==> src/design/bee_pkg.sv <==
`default_nettype none
// ----------------------------------------------------------------------------
// bee_pkg: shared types and constants of the byte entropy estimator
// Histogram and log widths, queue geometry and the payload structs.
// ----------------------------------------------------------------------------
package bee_pkg;

  localparam int MAX_LEN       = 4096;
  localparam int LOG_FRAC_BITS = 16;

  localparam int SYM_W       = 8;
  localparam int NUM_BINS    = 256;
  localparam int BIN_W       = 8;
  localparam int EST_W       = 16;
  localparam int THR_W       = 16;
  localparam int THR_RESET   = 80;

  // count of one bin or of the whole string
  localparam int CNT_W  = $clog2(MAX_LEN + 1);
  // integer part of the log holds the top-bit index of a count
  localparam int E_W    = $clog2(CNT_W);
  localparam int LOG_W  = E_W + LOG_FRAC_BITS;
  localparam int FI_W   = $clog2(LOG_FRAC_BITS);
  localparam int PROD_W = CNT_W + LOG_W;
  localparam int SUM_W  = (PROD_W + 1 > EST_W + LOG_FRAC_BITS + 1) ?
                          PROD_W + 1 : EST_W + LOG_FRAC_BITS + 1;

  // log mantissa, unsigned Q1.62, squared in 32-bit halves
  localparam int MANT_W = 63;
  localparam int HALF_W = 32;
  localparam int ACC_W  = 2 * MANT_W;

  localparam int QUEUE_DEPTH = 4;
  localparam int QPTR_W      = $clog2(QUEUE_DEPTH);

  typedef struct packed {
    logic [SYM_W-1:0] byte_value;
    logic             last_byte;
  } bee_in_t;

  typedef struct packed {
    logic [EST_W-1:0] entropy_bits;
    logic             below_threshold;
    logic             length_overflow;
  } bee_out_t;

  typedef struct packed {
    logic [SYM_W-1:0] sym;
    logic             inc;   // byte is binned (not beyond the length limit)
    logic             last;
    logic             ovf;   // string has dropped bytes so far
    logic [CNT_W-1:0] len;   // string length including this byte, capped at MAX_LEN
  } bee_entry_t;

  typedef struct packed {
    logic             start;
    logic [CNT_W-1:0] x;
  } bee_log_req_t;

  typedef struct packed {
    logic             done;
    logic [LOG_W-1:0] result;
  } bee_log_rsp_t;

endpackage
`default_nettype wire

==> src/design/bee_front.sv <==
`default_nettype none
// ----------------------------------------------------------------------------
// bee_front: input acceptance and classification
// Counts string length, marks bytes beyond the limit and pushes work entries.
// ----------------------------------------------------------------------------
module bee_front import bee_pkg::*; (
  input  wire logic       clk_i,
  input  wire logic       rst_ni,
  input  wire logic       in_valid_i,
  output logic            in_ready_o,
  input  wire bee_in_t    in_data_i,
  input  wire logic       q_full_i,
  input  wire logic       clearing_i,
  output logic            push_o,
  output bee_entry_t      entry_o
);

  logic [CNT_W-1:0] len_q, len_d;
  logic             ovf_q, ovf_d;
  logic             inc;
  logic [CNT_W-1:0] len_next;
  logic             ovf_next;

  assign in_ready_o = ~q_full_i & ~clearing_i;
  assign push_o     = in_valid_i & in_ready_o;

  assign inc      = (len_q < CNT_W'(MAX_LEN));
  assign len_next = inc ? len_q + CNT_W'(1) : len_q;
  assign ovf_next = ovf_q | ~inc;

  always_comb begin
    entry_o.sym  = in_data_i.byte_value;
    entry_o.inc  = inc;
    entry_o.last = in_data_i.last_byte;
    entry_o.ovf  = ovf_next;
    entry_o.len  = len_next;
  end

  always_comb begin
    len_d = len_q;
    ovf_d = ovf_q;
    if (push_o) begin
      // restart the count after the closing byte
      len_d = in_data_i.last_byte ? '0 : len_next;
      ovf_d = in_data_i.last_byte ? 1'b0 : ovf_next;
    end
  end

  always_ff @(posedge clk_i or negedge rst_ni) begin
    if (!rst_ni) begin
      len_q <= '0;
      ovf_q <= 1'b0;
    end else begin
      len_q <= len_d;
      ovf_q <= ovf_d;
    end
  end

endmodule
`default_nettype wire

==> config.mk <==
export PLATFORM = sky130hd
export DESIGN_NAME = bee_front
export DESIGN_NICKNAME = d
export VERILOG_FILES = /design/src/design/bee_pkg.sv /design/src/design/bee_front.sv
export SDC_FILE = /design/constraint.sdc
export NUM_CORES = 1
export LEC_CHECK = 0
export ABC_AREA = 1
export ABC_CLOCK_PERIOD_IN_PS = 3300
export BUFFER_PORTS_ARGS = -buffer_cell sky130_fd_sc_hd__buf_2
export CORE_MARGIN = 3
export CORE_UTILIZATION = 51
export DETAILED_ROUTE_END_ITERATION = 10
export PLACE_DENSITY_LB_ADDON = 0.15
export SLEW_MARGIN = 30
export SYNTH_ARGS = -nofsm -noshare
export SYNTH_HDL_FRONTEND = slang
export SYNTH_SLANG_ARGS = --single-unit
==> constraint.sdc <==
create_clock -name clk_i -period 3.3 [get_ports clk_i]
set_input_delay 0.33 -clock clk_i [delete_from_list [all_inputs] [get_ports clk_i]]
set_output_delay 0.33 -clock clk_i [all_outputs]
set_load 0.02 [all_outputs]
# [Yosys cells after proc, flatten, opt, wreduce, memory -nomap -nowiden]
# Index checks and enable logic that the tools add are counted.
[totals] output_inout_bits=26 word_cells=13 register_bits=14 input_bits=14
[classes] bitwise_logic=6 magnitude_cmp=1 n_mux=3 add_sub_neg=1
[op_table] operator="$mux W13" n=2
[op_table] operator="$add A13 B1 Y13 const B" n=1
[op_table] operator="$lt A13 B13 Y1 const B" n=1
[op_table] operator="$not A1 Y1" n=3
[op_table] operator="$and A1 B1 Y1" n=2
[op_table] operator="$mux W1" n=1
[op_table] operator="$or A1 B1 Y1" n=1

# [Depth between registers and ports, before layout]
[depth] depth_word=4 depth_mapped=9 depth_no_buf=8

# [Worst setup path before layout]
# No wires, ideal clock.
[synth_timing] path_kind="reg2out" from="reg len_q[0]" to="out entry_o[6] (netlist bit)" slack_ns=1.808 stages_incl_launch_ff=7 required_ns=2.970 t_arrival_ns=1.162 cell_sequence="dfrtp_1 ha_1 nand3_1 nor2_2 nand2_1 nand2_1 and2_1"
[synth_lines] item="from (decl)" line="bee_front.sv:18" rtl="logic [CNT_W-1:0] len_q, len_d;"
[synth_lines] item="from (signal assigned)" line="bee_front.sv:54" rtl="len_q <= len_d;"
[synth_lines] item="to (decl)" line="bee_front.sv:15" rtl="output bee_entry_t entry_o"

==> impl_metrics.tcl <==
set metrics [dict create \
    crit_required_ns 2.97 \
    cts.sinks 14 \
    cp_slowest_cell "dfrtp_1" \
    ios 40 \
    skew_ns 0.004111 \
    holdBufCountCts 1 \
    cts_root_buf "clkbuf_4" \
    cts_tree "built" \
    vias 916 \
    synth.yosys.seq_area_share_pct 33.86 \
    via_per_inst 4.951 \
    core-area_mm2 0.001821 \
    ir_drop_uv 249.2 \
    final_core_util_pct 61.58 \
    cts_setup_buffers 0 \
    power_uw 391.2 \
    final_cell_area_mm2 0.001121 \
    crit_arrival_ns 1.71 \
    final_nets 176 \
    grt-ovfl-total 0 \
    num_rows 15 \
    crit_top_cell "nand2_1" \
    rr_startpoint "len_q[12]" \
    fin_crit_sh_pct 61.74 \
    syn_avg_cell_area_um2 7.087 \
    routed_wl_um 2109 \
    hold_class "in -> async" \
    grt_max_degree 15 \
    clkSlewWorstSetupHoldPaths_ns 0.09 \
    die_w_um 51.05 \
    finalCriticalPeriod_ns 2.038 \
    endpoint_kind "primary output" \
    place.gp.congestion 0.8078 \
    max_clock_freq_mhz 490.8 \
    synth_cells 146 \
    rsz0062_at_grt "false" \
    hold_viol_final 0 \
    maxCapViolCount 0 \
    drc_errors 0 \
    synth-async-reset-ratio_pct 100.0 \
    cts_resized 0 \
    drv_slew 0 \
    tns_ns 0 \
    firstDrtPassIters 4 \
    outcome "finished clean" \
    ys_ff_latch 14 \
    synthMuxAreaShare_pct 0 \
    cts_made_buffers 3 \
    antenna_left 0 \
    drt-initial-drc-count 12 \
    start_util_pct 56.84 \
    powerDensity_mw_per_mm2 348.9 \
    final_common_cell "nand2_1" \
    synth.cell_area_mm2 0.001035 \
    die_area_mm2 0.002606 \
    setup_violations 0 \
    synth_top_cell_area_share_pct 33.86 \
    yosys.area_share.simple_pct 38.45 \
    ys_types 25 \
    hold_ws_ns 0.4825 \
    crit_fanout 8 \
    grt_pass1_wl_um 3670 \
    critical_path.max_stage_delay_ns 0.57 \
    start_kind "flip-flop" \
    worstSkewPairLatency_ns 0.27 \
    syn_to_final_growth_pct 8.344 \
    place_area_mm2 0.001075 \
    synth_edf_count 0 \
    synth_top_family_by_area "simple AND/OR/NAND/NOR gates" \
    crit_start "len_q[12]" \
    drive_above_1_share_pct 30.00 \
    wl_per_cell_um 11.40 \
    grt_pass1_vias 837 \
    most-common-layout-cells "54 x nand2_1, 23 x buf_2, 18 x inv_1, 14 x dfrtp_1, 7 x nand3_1" \
    dp_hpwl_um 1660 \
    slew_headroom_pct 50.35 \
    yosys_warnings 0 \
    antenna_found_initial 0 \
    cts.path.max_buffers 2 \
    cts_max_level 1 \
    path_class "reg -> out" \
    numPortBuffers 23 \
    p_leak_uw 0.0006384 \
    n_antenna_cell 0 \
    yosysTopAreaCell "dfrtp_1" \
    synth_flop_cell "dfrtp_1" \
    cp_cell_sequence "inv_6 -> nand3_1 -> nor2_2 -> nand2_1 -> nand2_1 -> and2_1 -> buf_2" \
    synth_xor_area_share_pct 1.693 \
    synth_area_leaders "dfrtp_1 34%, nand2_1 20%, buf_4 8.7%, inv_1 6.5%, nand3_1 3.4%" \
    gr-usage-all-layers_pct 18.19 \
    synthAdderAreaFrac_pct 1.209 \
    tightest_slew_ns 0.7420 \
    fill_cells 168 \
    synth_compound_area_share_pct 6.771 \
    die_y_um 51.05 \
    syn-num-nets 161 \
]
[Yosys cell counts, types with 2 or more instances]
cell / n
nor2_1: 5
buf_4: 12
nor2_2: 5
xor2_1: 2
nand2_1: 54
nand2_2: 5
nand4_1: 3
dfrtp_1: 14
o21ai_2: 4
nor2_4: 3
nand3_1: 7
o21ai_0: 2
inv_1: 18
[worst max-delay path, delay by kind of cell (launching register included)]
kind | cells | cell delay, ns
and+or+nand+nor | 5 | 0.54
buffers and inverters | 2 | 0.33
DFF | 1 | 0.57
[sequential cells by signal (all words and copies together) (netlist names)]
register	cells
len_q	13
ovf_q	1
[path summary, 6_finish.rpt]
check	to	slack [ns]	cells past startpoint
min reg2reg	ovf_q	0.55	2
max in group asynchronous	ovf_q	2.57	2
min in group clk_i	len_q[11]	0.48	4
max reg2reg	len_q[6]	1.92	7
max	entry_o[6]	1.26	7
min	len_q[10]	0.48	2
[through the flow]
step	setup WS, ns	std cells
2_1_floorplan	1.808	146
3_3_place_gp	1.456	180
3_5_place_dp	1.341	180
4_1_cts	1.248	185
5_1_grt	1.121	185
6_report	1.262	185
[cell families after synthesis]
| logic type | count (synthesis) |
|---|---|
| AND/OR/NAND/NOR | 85 |
| buffers and inverters | 34 |
| flip-flops | 14 |
| AO/OA/AOI/OAI | 10 |
| XOR/XNOR | 2 |
| adder cells (fa/ha/maj) | 1 |
[area by class of cell]
class	instances	area, um2	area share (%)
multi-input combinational	98	498.0	44.42
inverter	20	80.08	7.143
tap	25	31.28	2.790
timing repair buffer	24	125.1	11.16
sequential	14	350.3	31.25
clock buffer	4	36.28	3.237
[where the power goes]
group          switching [uW]  total, uW  internal [uW]
combinational            50.2       77.4           27.2
sequential               11.0        191            180
clock                    55.5        122           67.0
[routing by layer]
layer / routed length (um) / GRT usage [%] / up-vias
li1: - / - / 468
met1: 1036 / 24.91 / 420
met2: 947 / 29.61 / 22
met3: 102 / 2.624 / 6
met4: 23 / 5.381 / 0
met5: 0 / 0 / -
No activity file was read; power rests on OpenSTA's default activity.
