## src/design/bee_pkg.sv

```systemverilog
`default_nettype none
// ----------------------------------------------------------------------------
// bee_pkg: shared types and constants of the byte entropy estimator
// Histogram and log widths, queue geometry and the payload structs.
// ----------------------------------------------------------------------------
package bee_pkg;

  localparam int MAX_LEN       = 4096;
  localparam int LOG_FRAC_BITS = 16;

  localparam int SYM_W       = 8;
  localparam int NUM_BINS    = 256;
  localparam int BIN_W       = 8;
  localparam int EST_W       = 16;
  localparam int THR_W       = 16;
  localparam int THR_RESET   = 80;

  // count of one bin or of the whole string
  localparam int CNT_W  = $clog2(MAX_LEN + 1);
  // integer part of the log holds the top-bit index of a count
  localparam int E_W    = $clog2(CNT_W);
  localparam int LOG_W  = E_W + LOG_FRAC_BITS;
  localparam int FI_W   = $clog2(LOG_FRAC_BITS);
  localparam int PROD_W = CNT_W + LOG_W;
  localparam int SUM_W  = (PROD_W + 1 > EST_W + LOG_FRAC_BITS + 1) ?
                          PROD_W + 1 : EST_W + LOG_FRAC_BITS + 1;

  // log mantissa, unsigned Q1.62, squared in 32-bit halves
  localparam int MANT_W = 63;
  localparam int HALF_W = 32;
  localparam int ACC_W  = 2 * MANT_W;

  localparam int QUEUE_DEPTH = 4;
  localparam int QPTR_W      = $clog2(QUEUE_DEPTH);

  typedef struct packed {
    logic [SYM_W-1:0] byte_value;
    logic             last_byte;
  } bee_in_t;

  typedef struct packed {
    logic [EST_W-1:0] entropy_bits;
    logic             below_threshold;
    logic             length_overflow;
  } bee_out_t;

  typedef struct packed {
    logic [SYM_W-1:0] sym;
    logic             inc;   // byte is binned (not beyond the length limit)
    logic             last;
    logic             ovf;   // string has dropped bytes so far
    logic [CNT_W-1:0] len;   // string length including this byte, capped at MAX_LEN
  } bee_entry_t;

  typedef struct packed {
    logic             start;
    logic [CNT_W-1:0] x;
  } bee_log_req_t;

  typedef struct packed {
    logic             done;
    logic [LOG_W-1:0] result;
  } bee_log_rsp_t;

endpackage
`default_nettype wire

```

## src/design/bee_queue.sv

```systemverilog
`default_nettype none
// ----------------------------------------------------------------------------
// bee_queue: short work queue between front and back
// Circular buffer of work entries with full and empty status.
// ----------------------------------------------------------------------------
module bee_queue import bee_pkg::*; (
  input  wire logic        clk_i,
  input  wire logic        rst_ni,
  input  wire logic        push_i,
  input  wire bee_entry_t  entry_i,
  input  wire logic        pop_i,
  output bee_entry_t       head_o,
  output logic             full_o,
  output logic             empty_o
);

  bee_entry_t        slots_q [QUEUE_DEPTH];
  logic [QPTR_W-1:0] wr_q, rd_q;
  logic [QPTR_W:0]   cnt_q;

  assign full_o  = (cnt_q == (QPTR_W+1)'(QUEUE_DEPTH));
  assign empty_o = (cnt_q == '0);
  assign head_o  = slots_q[rd_q];

  always_ff @(posedge clk_i or negedge rst_ni) begin
    if (!rst_ni) begin
      wr_q  <= '0;
      rd_q  <= '0;
      cnt_q <= '0;
    end else begin
      if (push_i) wr_q <= wr_q + QPTR_W'(1);
      if (pop_i)  rd_q <= rd_q + QPTR_W'(1);
      if (push_i && !pop_i) begin
        cnt_q <= cnt_q + (QPTR_W+1)'(1);
      end else if (pop_i && !push_i) begin
        cnt_q <= cnt_q - (QPTR_W+1)'(1);
      end
    end
  end

  always_ff @(posedge clk_i) begin
    if (push_i) slots_q[wr_q] <= entry_i;
  end

endmodule
`default_nettype wire

```

## config.mk

```make
export PLATFORM = sky130hd
export DESIGN_NAME = bee_queue
export DESIGN_NICKNAME = d
export VERILOG_FILES = /design/src/design/bee_pkg.sv /design/src/design/bee_queue.sv
export SDC_FILE = /design/constraint.sdc
export NUM_CORES = 1
export LEC_CHECK = 0
export ABC_AREA = 1
export ABC_CLOCK_PERIOD_IN_PS = 3000
export BUFFER_PORTS_ARGS = -buffer_cell sky130_fd_sc_hd__buf_4
export CAP_MARGIN = 20
export CORE_UTILIZATION = 55
export CTS_CLUSTER_DIAMETER = 40
export CTS_CLUSTER_SIZE = 8
export DETAILED_ROUTE_END_ITERATION = 10
export MAX_ROUTING_LAYER = met4
export PLACE_DENSITY = 0.76
export SLEW_MARGIN = 20
export SYNTH_ARGS = -nofsm -noshare
export SYNTH_HDL_FRONTEND = slang
export SYNTH_SLANG_ARGS = --single-unit
export TNS_END_PERCENT = 20
```

## constraint.sdc

```tcl
create_clock -name clk_i -period 3 [get_ports clk_i]
set_clock_uncertainty 0.05 [all_clocks]
set_input_delay 0.45 -clock clk_i [delete_from_list [all_inputs] [get_ports clk_i]]
set_output_delay 0.45 -clock clk_i [all_outputs]
set_load 0.005 [all_outputs]
```

---- After elaboration in Yosys (flattened, before gate mapping) ----
Memories as Yosys holds them, arrays and structs flattened.
Index checks and enable logic that the tools add are counted.
word-level totals
  bits in registers ....................... 7
  bits in writable memories ............... 96
  input bits .............................. 28
  memories kept ........................... 1
memories
  memory   depth  width  rd ports  clocked after memory_dff  write ports  line             RTL
  slots_q  4      24     1         0                         1            bee_queue.sv:17  bee_entry_t slots_q [QUEUE_DEPTH];
operators by class
  add/sub/neg operators ................... 4
  eq/ne operators ......................... 1
  muxes and demuxes ....................... 4
  reductions and logical operators ........ 6
operators by type and width
  cell                                                                 number
  3-bit 2-to-1 mux                                                     2
  2-bit by 1-bit adder with 2-bit output (second input constant)       2
  3-bit by 1-bit adder with 3-bit output (second input constant)       1
  3-bit == test (second input constant)                                1
  3-bit logical NOT                                                    1
  3-bit by 1-bit subtractor with 3-bit output (second input constant)  1
  1-bit logical AND                                                    2
  1-bit logical NOT                                                    2
  1-bit 2-to-1 mux                                                     2
  2-bit nonzero test                                                   1

---- Longest topological paths before layout ----
Gate-level depths: netlist (run 1).
  depth after elaboration ................. 4
  gate-level depth with buffers ........... 9
  gate-level depth less buffers ........... 9

---- Worst setup path before layout (run 1) ----
Ideal clock, no wire load.
  path kind ............................... input to register
  from .................................... input port push_i
  to ...................................... memory slots_q[1][0] (netlist name) (enable)
  library setup time ...................... 0.379 ns
  data arrival time ....................... 1.218 ns
  setup slack ............................. 1.354 ns
  stages on the path ...................... 3
  buffers on the path ..................... 1
  cells stage by stage .................... clkbuf_1 nand2_1 inv_1
on the way
  word-level cells in the longest chain between the ends .. 2
ends and longest elaborated chain
  item                                    line             RTL
  start, declared                         bee_queue.sv:9   input wire logic push_i,
  1-bit 2-to-1 mux                        bee_queue.sv:42  if (push_i) slots_q[wr_q] <= entry_i;
  1-bit 2-to-1 mux (not written as such)  bee_queue.sv:42
  end, declared                           bee_queue.sv:17
No other way between the ends.

==> flow_metrics.env, run 1 <==
export IMPL_drv_slew=0
export IMPL_cp_required_ns=2.50
export IMPL_rows=31
export IMPL_hp_class="in -> reg"
export IMPL_cts_setup_buffers=0
export IMPL_place_gp_congestion=0.7744
export IMPL_drtPass1Iterations=4
export IMPL_ir_drop_mv=0.4647
export IMPL_ctsResizeCount=0
export IMPL_synthToLayoutAreaGrowth_pct=14.27
export IMPL_switching_power_uw=1530
export IMPL_setup_viol=0
export IMPL_die_h_um=90.66
export IMPL_pwr_share_comb_pct=33.7
export IMPL_io_buffers=53
export IMPL_min_period_ns=2.543
export IMPL_finalCritPeriodShare_pct=84.77
export IMPL_post_drt_via_cell_ratio=5.134
export IMPL_insertion_delay_ns=0.35
export IMPL_grt_pass1_vias=2528
export IMPL_end_kind="output pin"
export IMPL_synth_area_per_cell_um2=13.18
export IMPL_finalInstanceArea_mm2=0.004940
export IMPL_dieWidth_um=90.66
export IMPL_worst_slack_ns=0.4569
export IMPL_fin_total_pwr_uw=4421
export IMPL_ys_warn_count=0
export IMPL_synth_cell_types=18
export IMPL_tritoncts="yes"
export IMPL_cts_max_level=3
export IMPL_root_buffer="clkbuf_8"
export IMPL_power_density_mw_per_mm2=895.0
export IMPL_max_slew_margin_rel_pct=31.42
export IMPL_vias=2490
export IMPL_pin_count=54
export IMPL_yosys_register_bits=103
export IMPL_synthCells=328
export IMPL_setup_tns_ns=0
export IMPL_synth_seq_area_share_pct=70.74
export IMPL_crit_arrival_ns=2.04
export IMPL_dpl_hpwl_um=4504
export IMPL_ant_nets=0
export IMPL_fillCellCount=531
export IMPL_cts_num_sinks=103
export IMPL_synth_top_cell_area_share_pct=66.69
export IMPL_placed_area_mm2=0.004765
export IMPL_status="completed"
export IMPL_fmax_mhz=393.2
export IMPL_p_sw_share_pct=34.62
export IMPL_post_route_drc_count=0
export IMPL_antennaDiodeCount=0
export IMPL_intPower_uw=2890
export IMPL_path_clk_slew_ns=0.09
export IMPL_start_kind="flip-flop"
export IMPL_critPathMaxFanout=98
export IMPL_antenna_found_initial=0
export IMPL_leakage_uw=0.002055
export IMPL_ctsHoldBuffers=1
export IMPL_clockPowerShare_pct=16.6
export IMPL_nNetsFinal=415
export IMPL_grt_usage_pct=19.83
export IMPL_place_ws_ns=0.8701
export IMPL_die_area_mm2=0.008218
export IMPL_route_detailed_wl_per_inst_um=15.09
export IMPL_coreArea_mm2=0.007408
export IMPL_grt_overflow_total=0
export IMPL_synth_area_top_cells="edfxtp_1, nand2_1, o211ai_2, inv_1, o211ai_1"
export IMPL_max_clock_path_buffers=2
export IMPL_syn_area_mm2=0.004323
export IMPL_tightest_slew_ns=1.029
export IMPL_drtIter0Drc=89
export IMPL_drv_cap=0
export IMPL_seqPwrFrac_pct=49.7
export IMPL_critPathKind="reg -> out"
export IMPL_syn_num_nets=362
export IMPL_start_util_pct=58.35
export IMPL_grt_start_max_net_pins=99
export IMPL_final_hold_viol_count=0
export IMPL_synth_largest_area_cell="edfxtp_1"
export IMPL_numCtsBuffers=9
export IMPL_routed_wl_um=7318
export IMPL_drive_above_1_share_pct=24.09
export IMPL_grt_pass1_wl_um=11870
export IMPL_grt_setup_unrepaired="false"
## path summary, 6_finish.rpt
path / end / cells past startpoint / slack [ns] / start
min in group asynchronous: wr_q[0] / 2 / 0.38 / rst_ni
setup reg to reg: slots_q[2][16] / 5 / 1.07 / wr_q[0]
hold / removal: rd_q[0] / 2 / 0.23 / pop_i
max in group asynchronous: rd_q[0] / 2 / 2.39 / rst_ni
hold reg to reg: cnt_q[2] / 2 / 0.47 / cnt_q[2]
setup / recovery: head_o[21] / 4 / 0.46 / rd_q[0]
## layout by cell type, fill, tap and decap left out, types with 2 or more instances in the layout
cell         n
dfrtp_1      6
clkinv_2     2
o211ai_1    29
edfxtp_1    96
buf_4       58
nor3_1       2
clkbuf_8     9
o211ai_2    19
ha_1         5
xor2_1       3
nand2_1     85
clkinvlp_4   2
inv_1       59
## critical path, cell delays in order (launching register included)
cell and delay [ns]:
dfrtp_4 1.11, nand2_1 0.14, o211ai_1 0.14, nand2_1 0.11
buf_4 0.15
## cells in the mapped netlist
library cell / number
o211ai_2: 19
inv_2: 1
xnor2_1: 1
nand4_1: 1
nor3_1: 2
o211ai_1: 29
dfrtp_1: 7
clkbuf_1: 1
edfxtp_1: 96
o21ai_1: 1
inv_1: 59
xor2_1: 3
nand3_1: 1
ha_1: 5
nand2_1: 85
buf_6: 6
buf_2: 10
fa_1: 1
## per-stage QoR
step / hold WS, ns / util (%) / instances
finish: 0.2273 / 66.68 / 485
global route: 0.2185 / 66.68 / 485
CTS: 0.2207 / 66.68 / 485
detailed placement: 0.2158 / 64.31 / 468
global placement: 0.2152 / 64.31 / 468
floorplan: 0.1044 / - / 328
## sequential cells by signal, summed over array words and instances (netlist names)
signal	flops
rd_q	2
slots_q	96
wr_q	2
cnt_q	3
## layer usage
metal | track usage [%] | up-vias | routed length (um)
met1 | 23.57 | 1209 | 3163
met5 | - | - | 0
li1 | - | 1219 | -
met3 | 3.199 | 12 | 208
met2 | 33.33 | 50 | 3807
met4 | 9.005 | 0 | 140
## logic make-up (layout without fill, tap and decap cells)
logic type | after synthesis | after routing | share of synthesized area (%)
xor gates and xnor gates | 4 | 4 | 0.8106
and+or+nand+nor | 89 | 89 | 7.873
AOI/OAI and AO/OA | 49 | 49 | 10.65
adders and majority gates | 6 | 6 | 1.910
buffers and inverters | 77 | 135 | 8.017
DFF | 103 | 103 | 70.74
## layout make-up
class                      count  area [um^2]  share of cell area [%]
clock inverter                 6        37.54                  0.7599
tap                           99        123.9                   2.508
inverter                      60        225.2                   4.559
clock buffer                  10        127.6                   2.584
timing repair buffer          59        445.4                   9.017
multi-input combinational    148        918.4                   18.59
sequential                   103         3062                   61.98
## power groups by stage
stage,logic (uW),registers [uW],clock network (uW)
6_report,1490,2200,736
3_3_place_gp,1460,2210,0
3_5_place_dp,1510,2230,0
5_1_grt,1660,2240,805
4_1_cts,1510,2200,749
2_1_floorplan,1120,2000,0
Power figures use the tool's default switching activity.
==> inputs of run 2 (changes only) <==
--- a/config.mk
+++ b/config.mk
@@ -6,7 +6,7 @@
 export NUM_CORES = 1
 export LEC_CHECK = 0
 export ABC_AREA = 1
-export ABC_CLOCK_PERIOD_IN_PS = 3000
+export ABC_CLOCK_PERIOD_IN_PS = 2500
 export BUFFER_PORTS_ARGS = -buffer_cell sky130_fd_sc_hd__buf_4
 export CAP_MARGIN = 20
 export CORE_UTILIZATION = 55
==> constraint.sdc (replaced) <==
create_clock -name clk_i -period 2.5 [get_ports clk_i]
set_clock_uncertainty 0.05 [all_clocks]
set_input_delay 0.375 -clock clk_i [delete_from_list [all_inputs] [get_ports clk_i]]
set_output_delay 0.375 -clock clk_i [all_outputs]
set_load 0.005 [all_outputs]
==> flow_metrics.env, run 2 (synthesis gave the netlist of run 1 again) <==
export IMPL_worst_slack_ns=0.2172
export IMPL_ant_nets=0
export IMPL_grt_pass1_vias=2396
export IMPL_grt_setup_unrepaired="false"
export IMPL_final_common_cell="edfxtp_1"
export IMPL_antenna_found_initial=0
export IMPL_grt_pass1_wl_um=11790
export IMPL_final_hold_viol_count=0
export IMPL_cts_num_sinks=103
export IMPL_drv_cap=0
export IMPL_drtIter0Drc=144
export IMPL_min_period_ns=2.283
export IMPL_power_density_mw_per_mm2=1100
export IMPL_io_buffers=53
export IMPL_ir_drop_mv=0.6524
export IMPL_critPathMaxFanout=45
export IMPL_ctsHoldBuffers=1
export IMPL_critical_path_top_delay_family="flip-flops"
export IMPL_ctsResizeCount=0
export IMPL_largest_register_ffs=96
export IMPL_cts_max_level=3
export IMPL_placed_cells=470
export IMPL_max_clock_path_buffers=2
export IMPL_drive_above_1_share_pct=24.29
export IMPL_dpl_hpwl_um=4353
export IMPL_path_buf_inv=2
export IMPL_leakage_uw=0.002097
export IMPL_tritoncts="yes"
export IMPL_use_met2_pct=31.94
export IMPL_final_cell_mix="edfxtp_1, nand2_1, inv_1"
export IMPL_reg_top3="slots_q: 96 flops, cnt_q: 3 flops"
export IMPL_critPathKind="reg -> out"
export IMPL_grt_usage_pct=19.61
export IMPL_slowest_stage="dfrtp_4"
export IMPL_place_gp_congestion=0.7305
export IMPL_die_area_mm2=0.008218
export IMPL_pin_count=54
export IMPL_max_stage_delay_ns=0.77
export IMPL_antennaDiodeCount=0
export IMPL_finalCritPeriodShare_pct=91.31
export IMPL_grt_start_max_net_pins=46
export IMPL_grt_overflow_total=0
export IMPL_end_kind="output pin"
export IMPL_multi_input_area_um2=918.4
export IMPL_start_kind="flip-flop"
export IMPL_insertion_delay_ns=0.34
export IMPL_synthToLayoutAreaGrowth_pct=16.03
export IMPL_rows=31
export IMPL_drtPass1Iterations=4
export IMPL_root_buffer="clkbuf_8"
export IMPL_tightest_slew_ns=0.7059
export IMPL_status="completed"
export IMPL_nNetsFinal=417
export IMPL_post_drt_via_cell_ratio=5.021
export IMPL_max_slew_margin_rel_pct=52.87
export IMPL_numCtsBuffers=9
export IMPL_setup_tns_ns=0
export IMPL_vias=2440
export IMPL_route_detailed_wl_per_inst_um=14.74
export IMPL_die_h_um=90.66
export IMPL_drv_slew=0
export IMPL_critical_path_cell_chain="buf_4 -> nand2_1 -> o211ai_1 -> nand2_1 -> buf_4"
export IMPL_grtUsageMet3_pct=3.451
export IMPL_path_clk_slew_ns=0.09
export IMPL_coreArea_mm2=0.007408
export IMPL_cts_setup_buffers=0
export IMPL_holdWs_ns=0.1698
export IMPL_finalNonFillerCells=486
export IMPL_routed_wl_um=7164
export IMPL_regMostFlops="slots_q"
export IMPL_fmax_mhz=438.1
export IMPL_setup_viol=0
export IMPL_post_route_drc_count=0
export IMPL_regArea_mm2=0.003062
export IMPL_place_ws_ns=0.6054
export IMPL_cp_required_ns=2.08
export IMPL_crit_arrival_ns=1.86
export IMPL_top_usage_layer="met2"
export IMPL_dieWidth_um=90.66
export IMPL_fillCellCount=507
export IMPL_hp_class="in -> reg"
export IMPL_start_util_pct=58.35
export IMPL_grt_util_met1_pct=25.16
-- run 2: cell types whose count changed in the layout (fill, tap and decap cells not counted), sizes merged --
cell | before | now
buf | 58 | 60
clkinvlp | 2 | 0
bufinv | 0 | 2
clkinv | 4 | 3
-- run 2: final timing paths --
check                      startpoint              to  slack (ns)  cells after the start
max in group asynchronous      rst_ni         rd_q[0]        1.94                      2
max reg2reg                   wr_q[0]  slots_q[3][17]        0.89                      4
min                             pop_i         rd_q[0]        0.17                      2
max                           rd_q[0]       head_o[3]        0.22                      5
min in group asynchronous      rst_ni        cnt_q[2]        0.32                      2
min reg2reg                  cnt_q[2]        cnt_q[2]        0.45                      2
-- run 2: area by class of cell --
type                            count  share of cell area (%)
Clock buffer                       10                   2.544
Clock inverter                      5                   1.472
Inverter                           60                   4.490
Multi-Input combinational cell    148                   18.31
Sequential cell                   103                   61.04
Tap cell                           99                   2.469
Timing Repair Buffer               61                   9.678
-- run 2: layer usage --
layer	up-vias	share of wire, %
li1	1222	-
met1	1151	43
met2	60	51
met3	7	4.7
met4	0	0.94
met5	-	0
-- run 2: per-stage QoR --
stage                     cell area [um^2]  util [%]  total power, uW
after floorplan                       4323         -             3743
after global placement                4805     64.85             4446
after detailed placement              4805     64.85             4531
after CTS                             5016     67.71             5582
after global routing                  5016     67.71             5890
final                                 5016     67.71             5519
-- run 2: where the power goes --
part / internal [uW] / total (uW) / leakage (uW) / switching [uW]
Combinational: 892 / 1950 / 0.00103 / 1060
Clock: 553 / 1060 / 0.000104 / 505
Sequential: 2270 / 2510 / 0.000964 / 242
Total: 3720 / 5520 / 0.00210 / 1800
==> inputs of run 3 (changes only) <==
--- a/config.mk
+++ b/config.mk
@@ -9,12 +9,11 @@
 export ABC_CLOCK_PERIOD_IN_PS = 2500
 export BUFFER_PORTS_ARGS = -buffer_cell sky130_fd_sc_hd__buf_4
 export CAP_MARGIN = 20
-export CORE_UTILIZATION = 55
+export CORE_UTILIZATION = 31
 export CTS_CLUSTER_DIAMETER = 40
 export CTS_CLUSTER_SIZE = 8
 export DETAILED_ROUTE_END_ITERATION = 10
 export MAX_ROUTING_LAYER = met4
-export PLACE_DENSITY = 0.76
 export SLEW_MARGIN = 20
 export SYNTH_ARGS = -nofsm -noshare
 export SYNTH_HDL_FRONTEND = slang
==> flow_metrics.env, run 3 (synthesis gave the netlist of run 1 again) <==
export IMPL_drv_slew=0
export IMPL_final_common_cell="edfxtp_1"
export IMPL_die_h_um=120.1
export IMPL_drv_cap=0
export IMPL_cts_max_level=3
export IMPL_reg_top3="slots_q: 96 flops, cnt_q: 3 flops"
export IMPL_final_cell_mix="edfxtp_1, nand2_1, inv_1"
export IMPL_drtIter0Drc=106
export IMPL_finalNonFillerCells=566
export IMPL_grt_pass1_wl_um=13230
export IMPL_status="completed"
export IMPL_fmax_mhz=435.3
export IMPL_cts_num_sinks=103
export IMPL_insertion_delay_ns=0.34
export IMPL_final_hold_viol_count=0
export IMPL_routed_wl_um=8338
export IMPL_final_util_pct=39.16
export IMPL_finalInstanceArea_mm2=0.005248
export IMPL_critPathKind="reg -> out"
export IMPL_grt_setup_unrepaired="false"
export IMPL_drtPass1Iterations=4
export IMPL_die_area_mm2=0.01442
export IMPL_ir_drop_mv=0.4526
export IMPL_holdWs_ns=0.1761
export IMPL_ant_nets=0
export IMPL_post_drt_via_cell_ratio=4.341
export IMPL_power_density_mw_per_mm2=1136
export IMPL_place_gp_congestion=0.6766
export IMPL_grt_overflow_total=0
export IMPL_cp_required_ns=2.08
export IMPL_topRoutingLayerUsed="met4"
export IMPL_regMostFlops="slots_q"
export IMPL_setup_tns_ns=0
export IMPL_crit_arrival_ns=1.87
export IMPL_met1Wirelength_um=3850
export IMPL_route_detailed_wl_per_inst_um=14.73
export IMPL_coreArea_mm2=0.01340
export IMPL_antenna_found_initial=0
export IMPL_grt_start_max_net_pins=51
export IMPL_min_period_ns=2.297
export IMPL_met2_length_um=4090
export IMPL_max_slew_margin_rel_pct=64.94
export IMPL_hp_class="in -> reg"
export IMPL_setup_viol=0
export IMPL_max_clock_path_buffers=2
export IMPL_io_buffers=53
export IMPL_path_clk_slew_ns=0.07
export IMPL_post_route_drc_count=0
export IMPL_leakage_uw=0.002151
export IMPL_pin_count=54
export IMPL_dieWidth_um=120.1
export IMPL_drive_above_1_share_pct=25.13
export IMPL_start_util_pct=32.26
export IMPL_rows=42
export IMPL_nNetsFinal=419
export IMPL_tightest_slew_ns=0.5259
export IMPL_grt_usage_pct=12.90
export IMPL_root_buffer="clkbuf_16"
export IMPL_placed_area_mm2=0.004941
export IMPL_tritoncts="yes"
export IMPL_finalCritPeriodShare_pct=91.88
export IMPL_largest_register_ffs=96
export IMPL_vias=2457
export IMPL_wl_met3_um=264
export IMPL_antennaDiodeCount=0
export IMPL_critPathMaxFanout=50
export IMPL_grt_pass1_vias=2513
export IMPL_dpl_hpwl_um=5264
export IMPL_numCtsBuffers=9
export IMPL_synthToLayoutAreaGrowth_pct=21.39
export IMPL_end_kind="output pin"
export IMPL_start_kind="flip-flop"
export IMPL_placed_cells=549
export IMPL_cts_setup_buffers=0
-- run 3: changes by cell type in the layout (fill, tap and decap cells not counted) --
| cell | previous run | this run |
|---|---|---|
| inv_6 | 0 | 2 |
| clkinv_1 | 1 | 0 |
| clkinvlp_4 | 0 | 2 |
| buf_12 | 2 | 4 |
| clkbuf_8 | 9 | 0 |
| bufinv_16 | 2 | 1 |
| clkinv_2 | 2 | 1 |
| clkbuf_16 | 0 | 9 |
-- run 3: through the flow --
stage | setup WS [ns] | power [uW]
final | 0.2030 | 5962
after floorplan | 0.9200 | 3743
after CTS | 0.1908 | 6080
after global routing | 0.1016 | 6341
after detailed placement | 0.5786 | 4653
after global placement | 0.6021 | 4585
-- run 3: report_power, final --
| group | switching, uW | internal (uW) |
|---|---|---|
| sequential | 241 | 2270 |
| combinational | 1110 | 939 |
| clock | 619 | 782 |
-- run 3: final timing paths --
check,startpoint,endpoint,slack (ns),cells past startpoint
worst max-delay path,rd_q[0],head_o[7],0.20,5
worst min-delay path,entry_i[23],slots_q[3][23],0.18,1
worst max register to register,wr_q[0],slots_q[0][13],0.91,5
worst min register to register,cnt_q[2],cnt_q[2],0.45,2
max in group asynchronous,rst_ni,rd_q[0],1.94,2
min in group asynchronous,rst_ni,rd_q[0],0.32,2
-- run 3: layer usage --
| metal | GRT usage (%) | vias up |
|---|---|---|
| met5 | - | - |
| li1 | - | 1229 |
| met3 | 3.089 | 11 |
| met4 | 5.156 | 0 |
| met1 | 15.58 | 1177 |
| met2 | 20.76 | 40 |
-- run 3: what timing repair did --
item,4_1_cts,5_1_grt
hold endpoints to repair,7,0
resized for setup,0,0
endpoints found under the setup margin,0,0
hold buffers,1,0
-- run 3: final cells by class --
cell class / instances / area, um^2
multi-input combinational: 148 / 918.4
clock buffer: 10 / 229.0
timing repair buffer: 63 / 525.5
sequential: 103 / 3062
inverter: 60 / 225.2
clock inverter: 6 / 67.56
fill: 1283 / 8153
tap: 176 / 220.2
-- run 3: critical path, cell delays in order (launching register included) --
cell	delay (ns)
dfrtp_4	0.77
buf_12	0.31
nand2_1	0.10
o211ai_1	0.08
nand2_1	0.09
buf_4	0.14
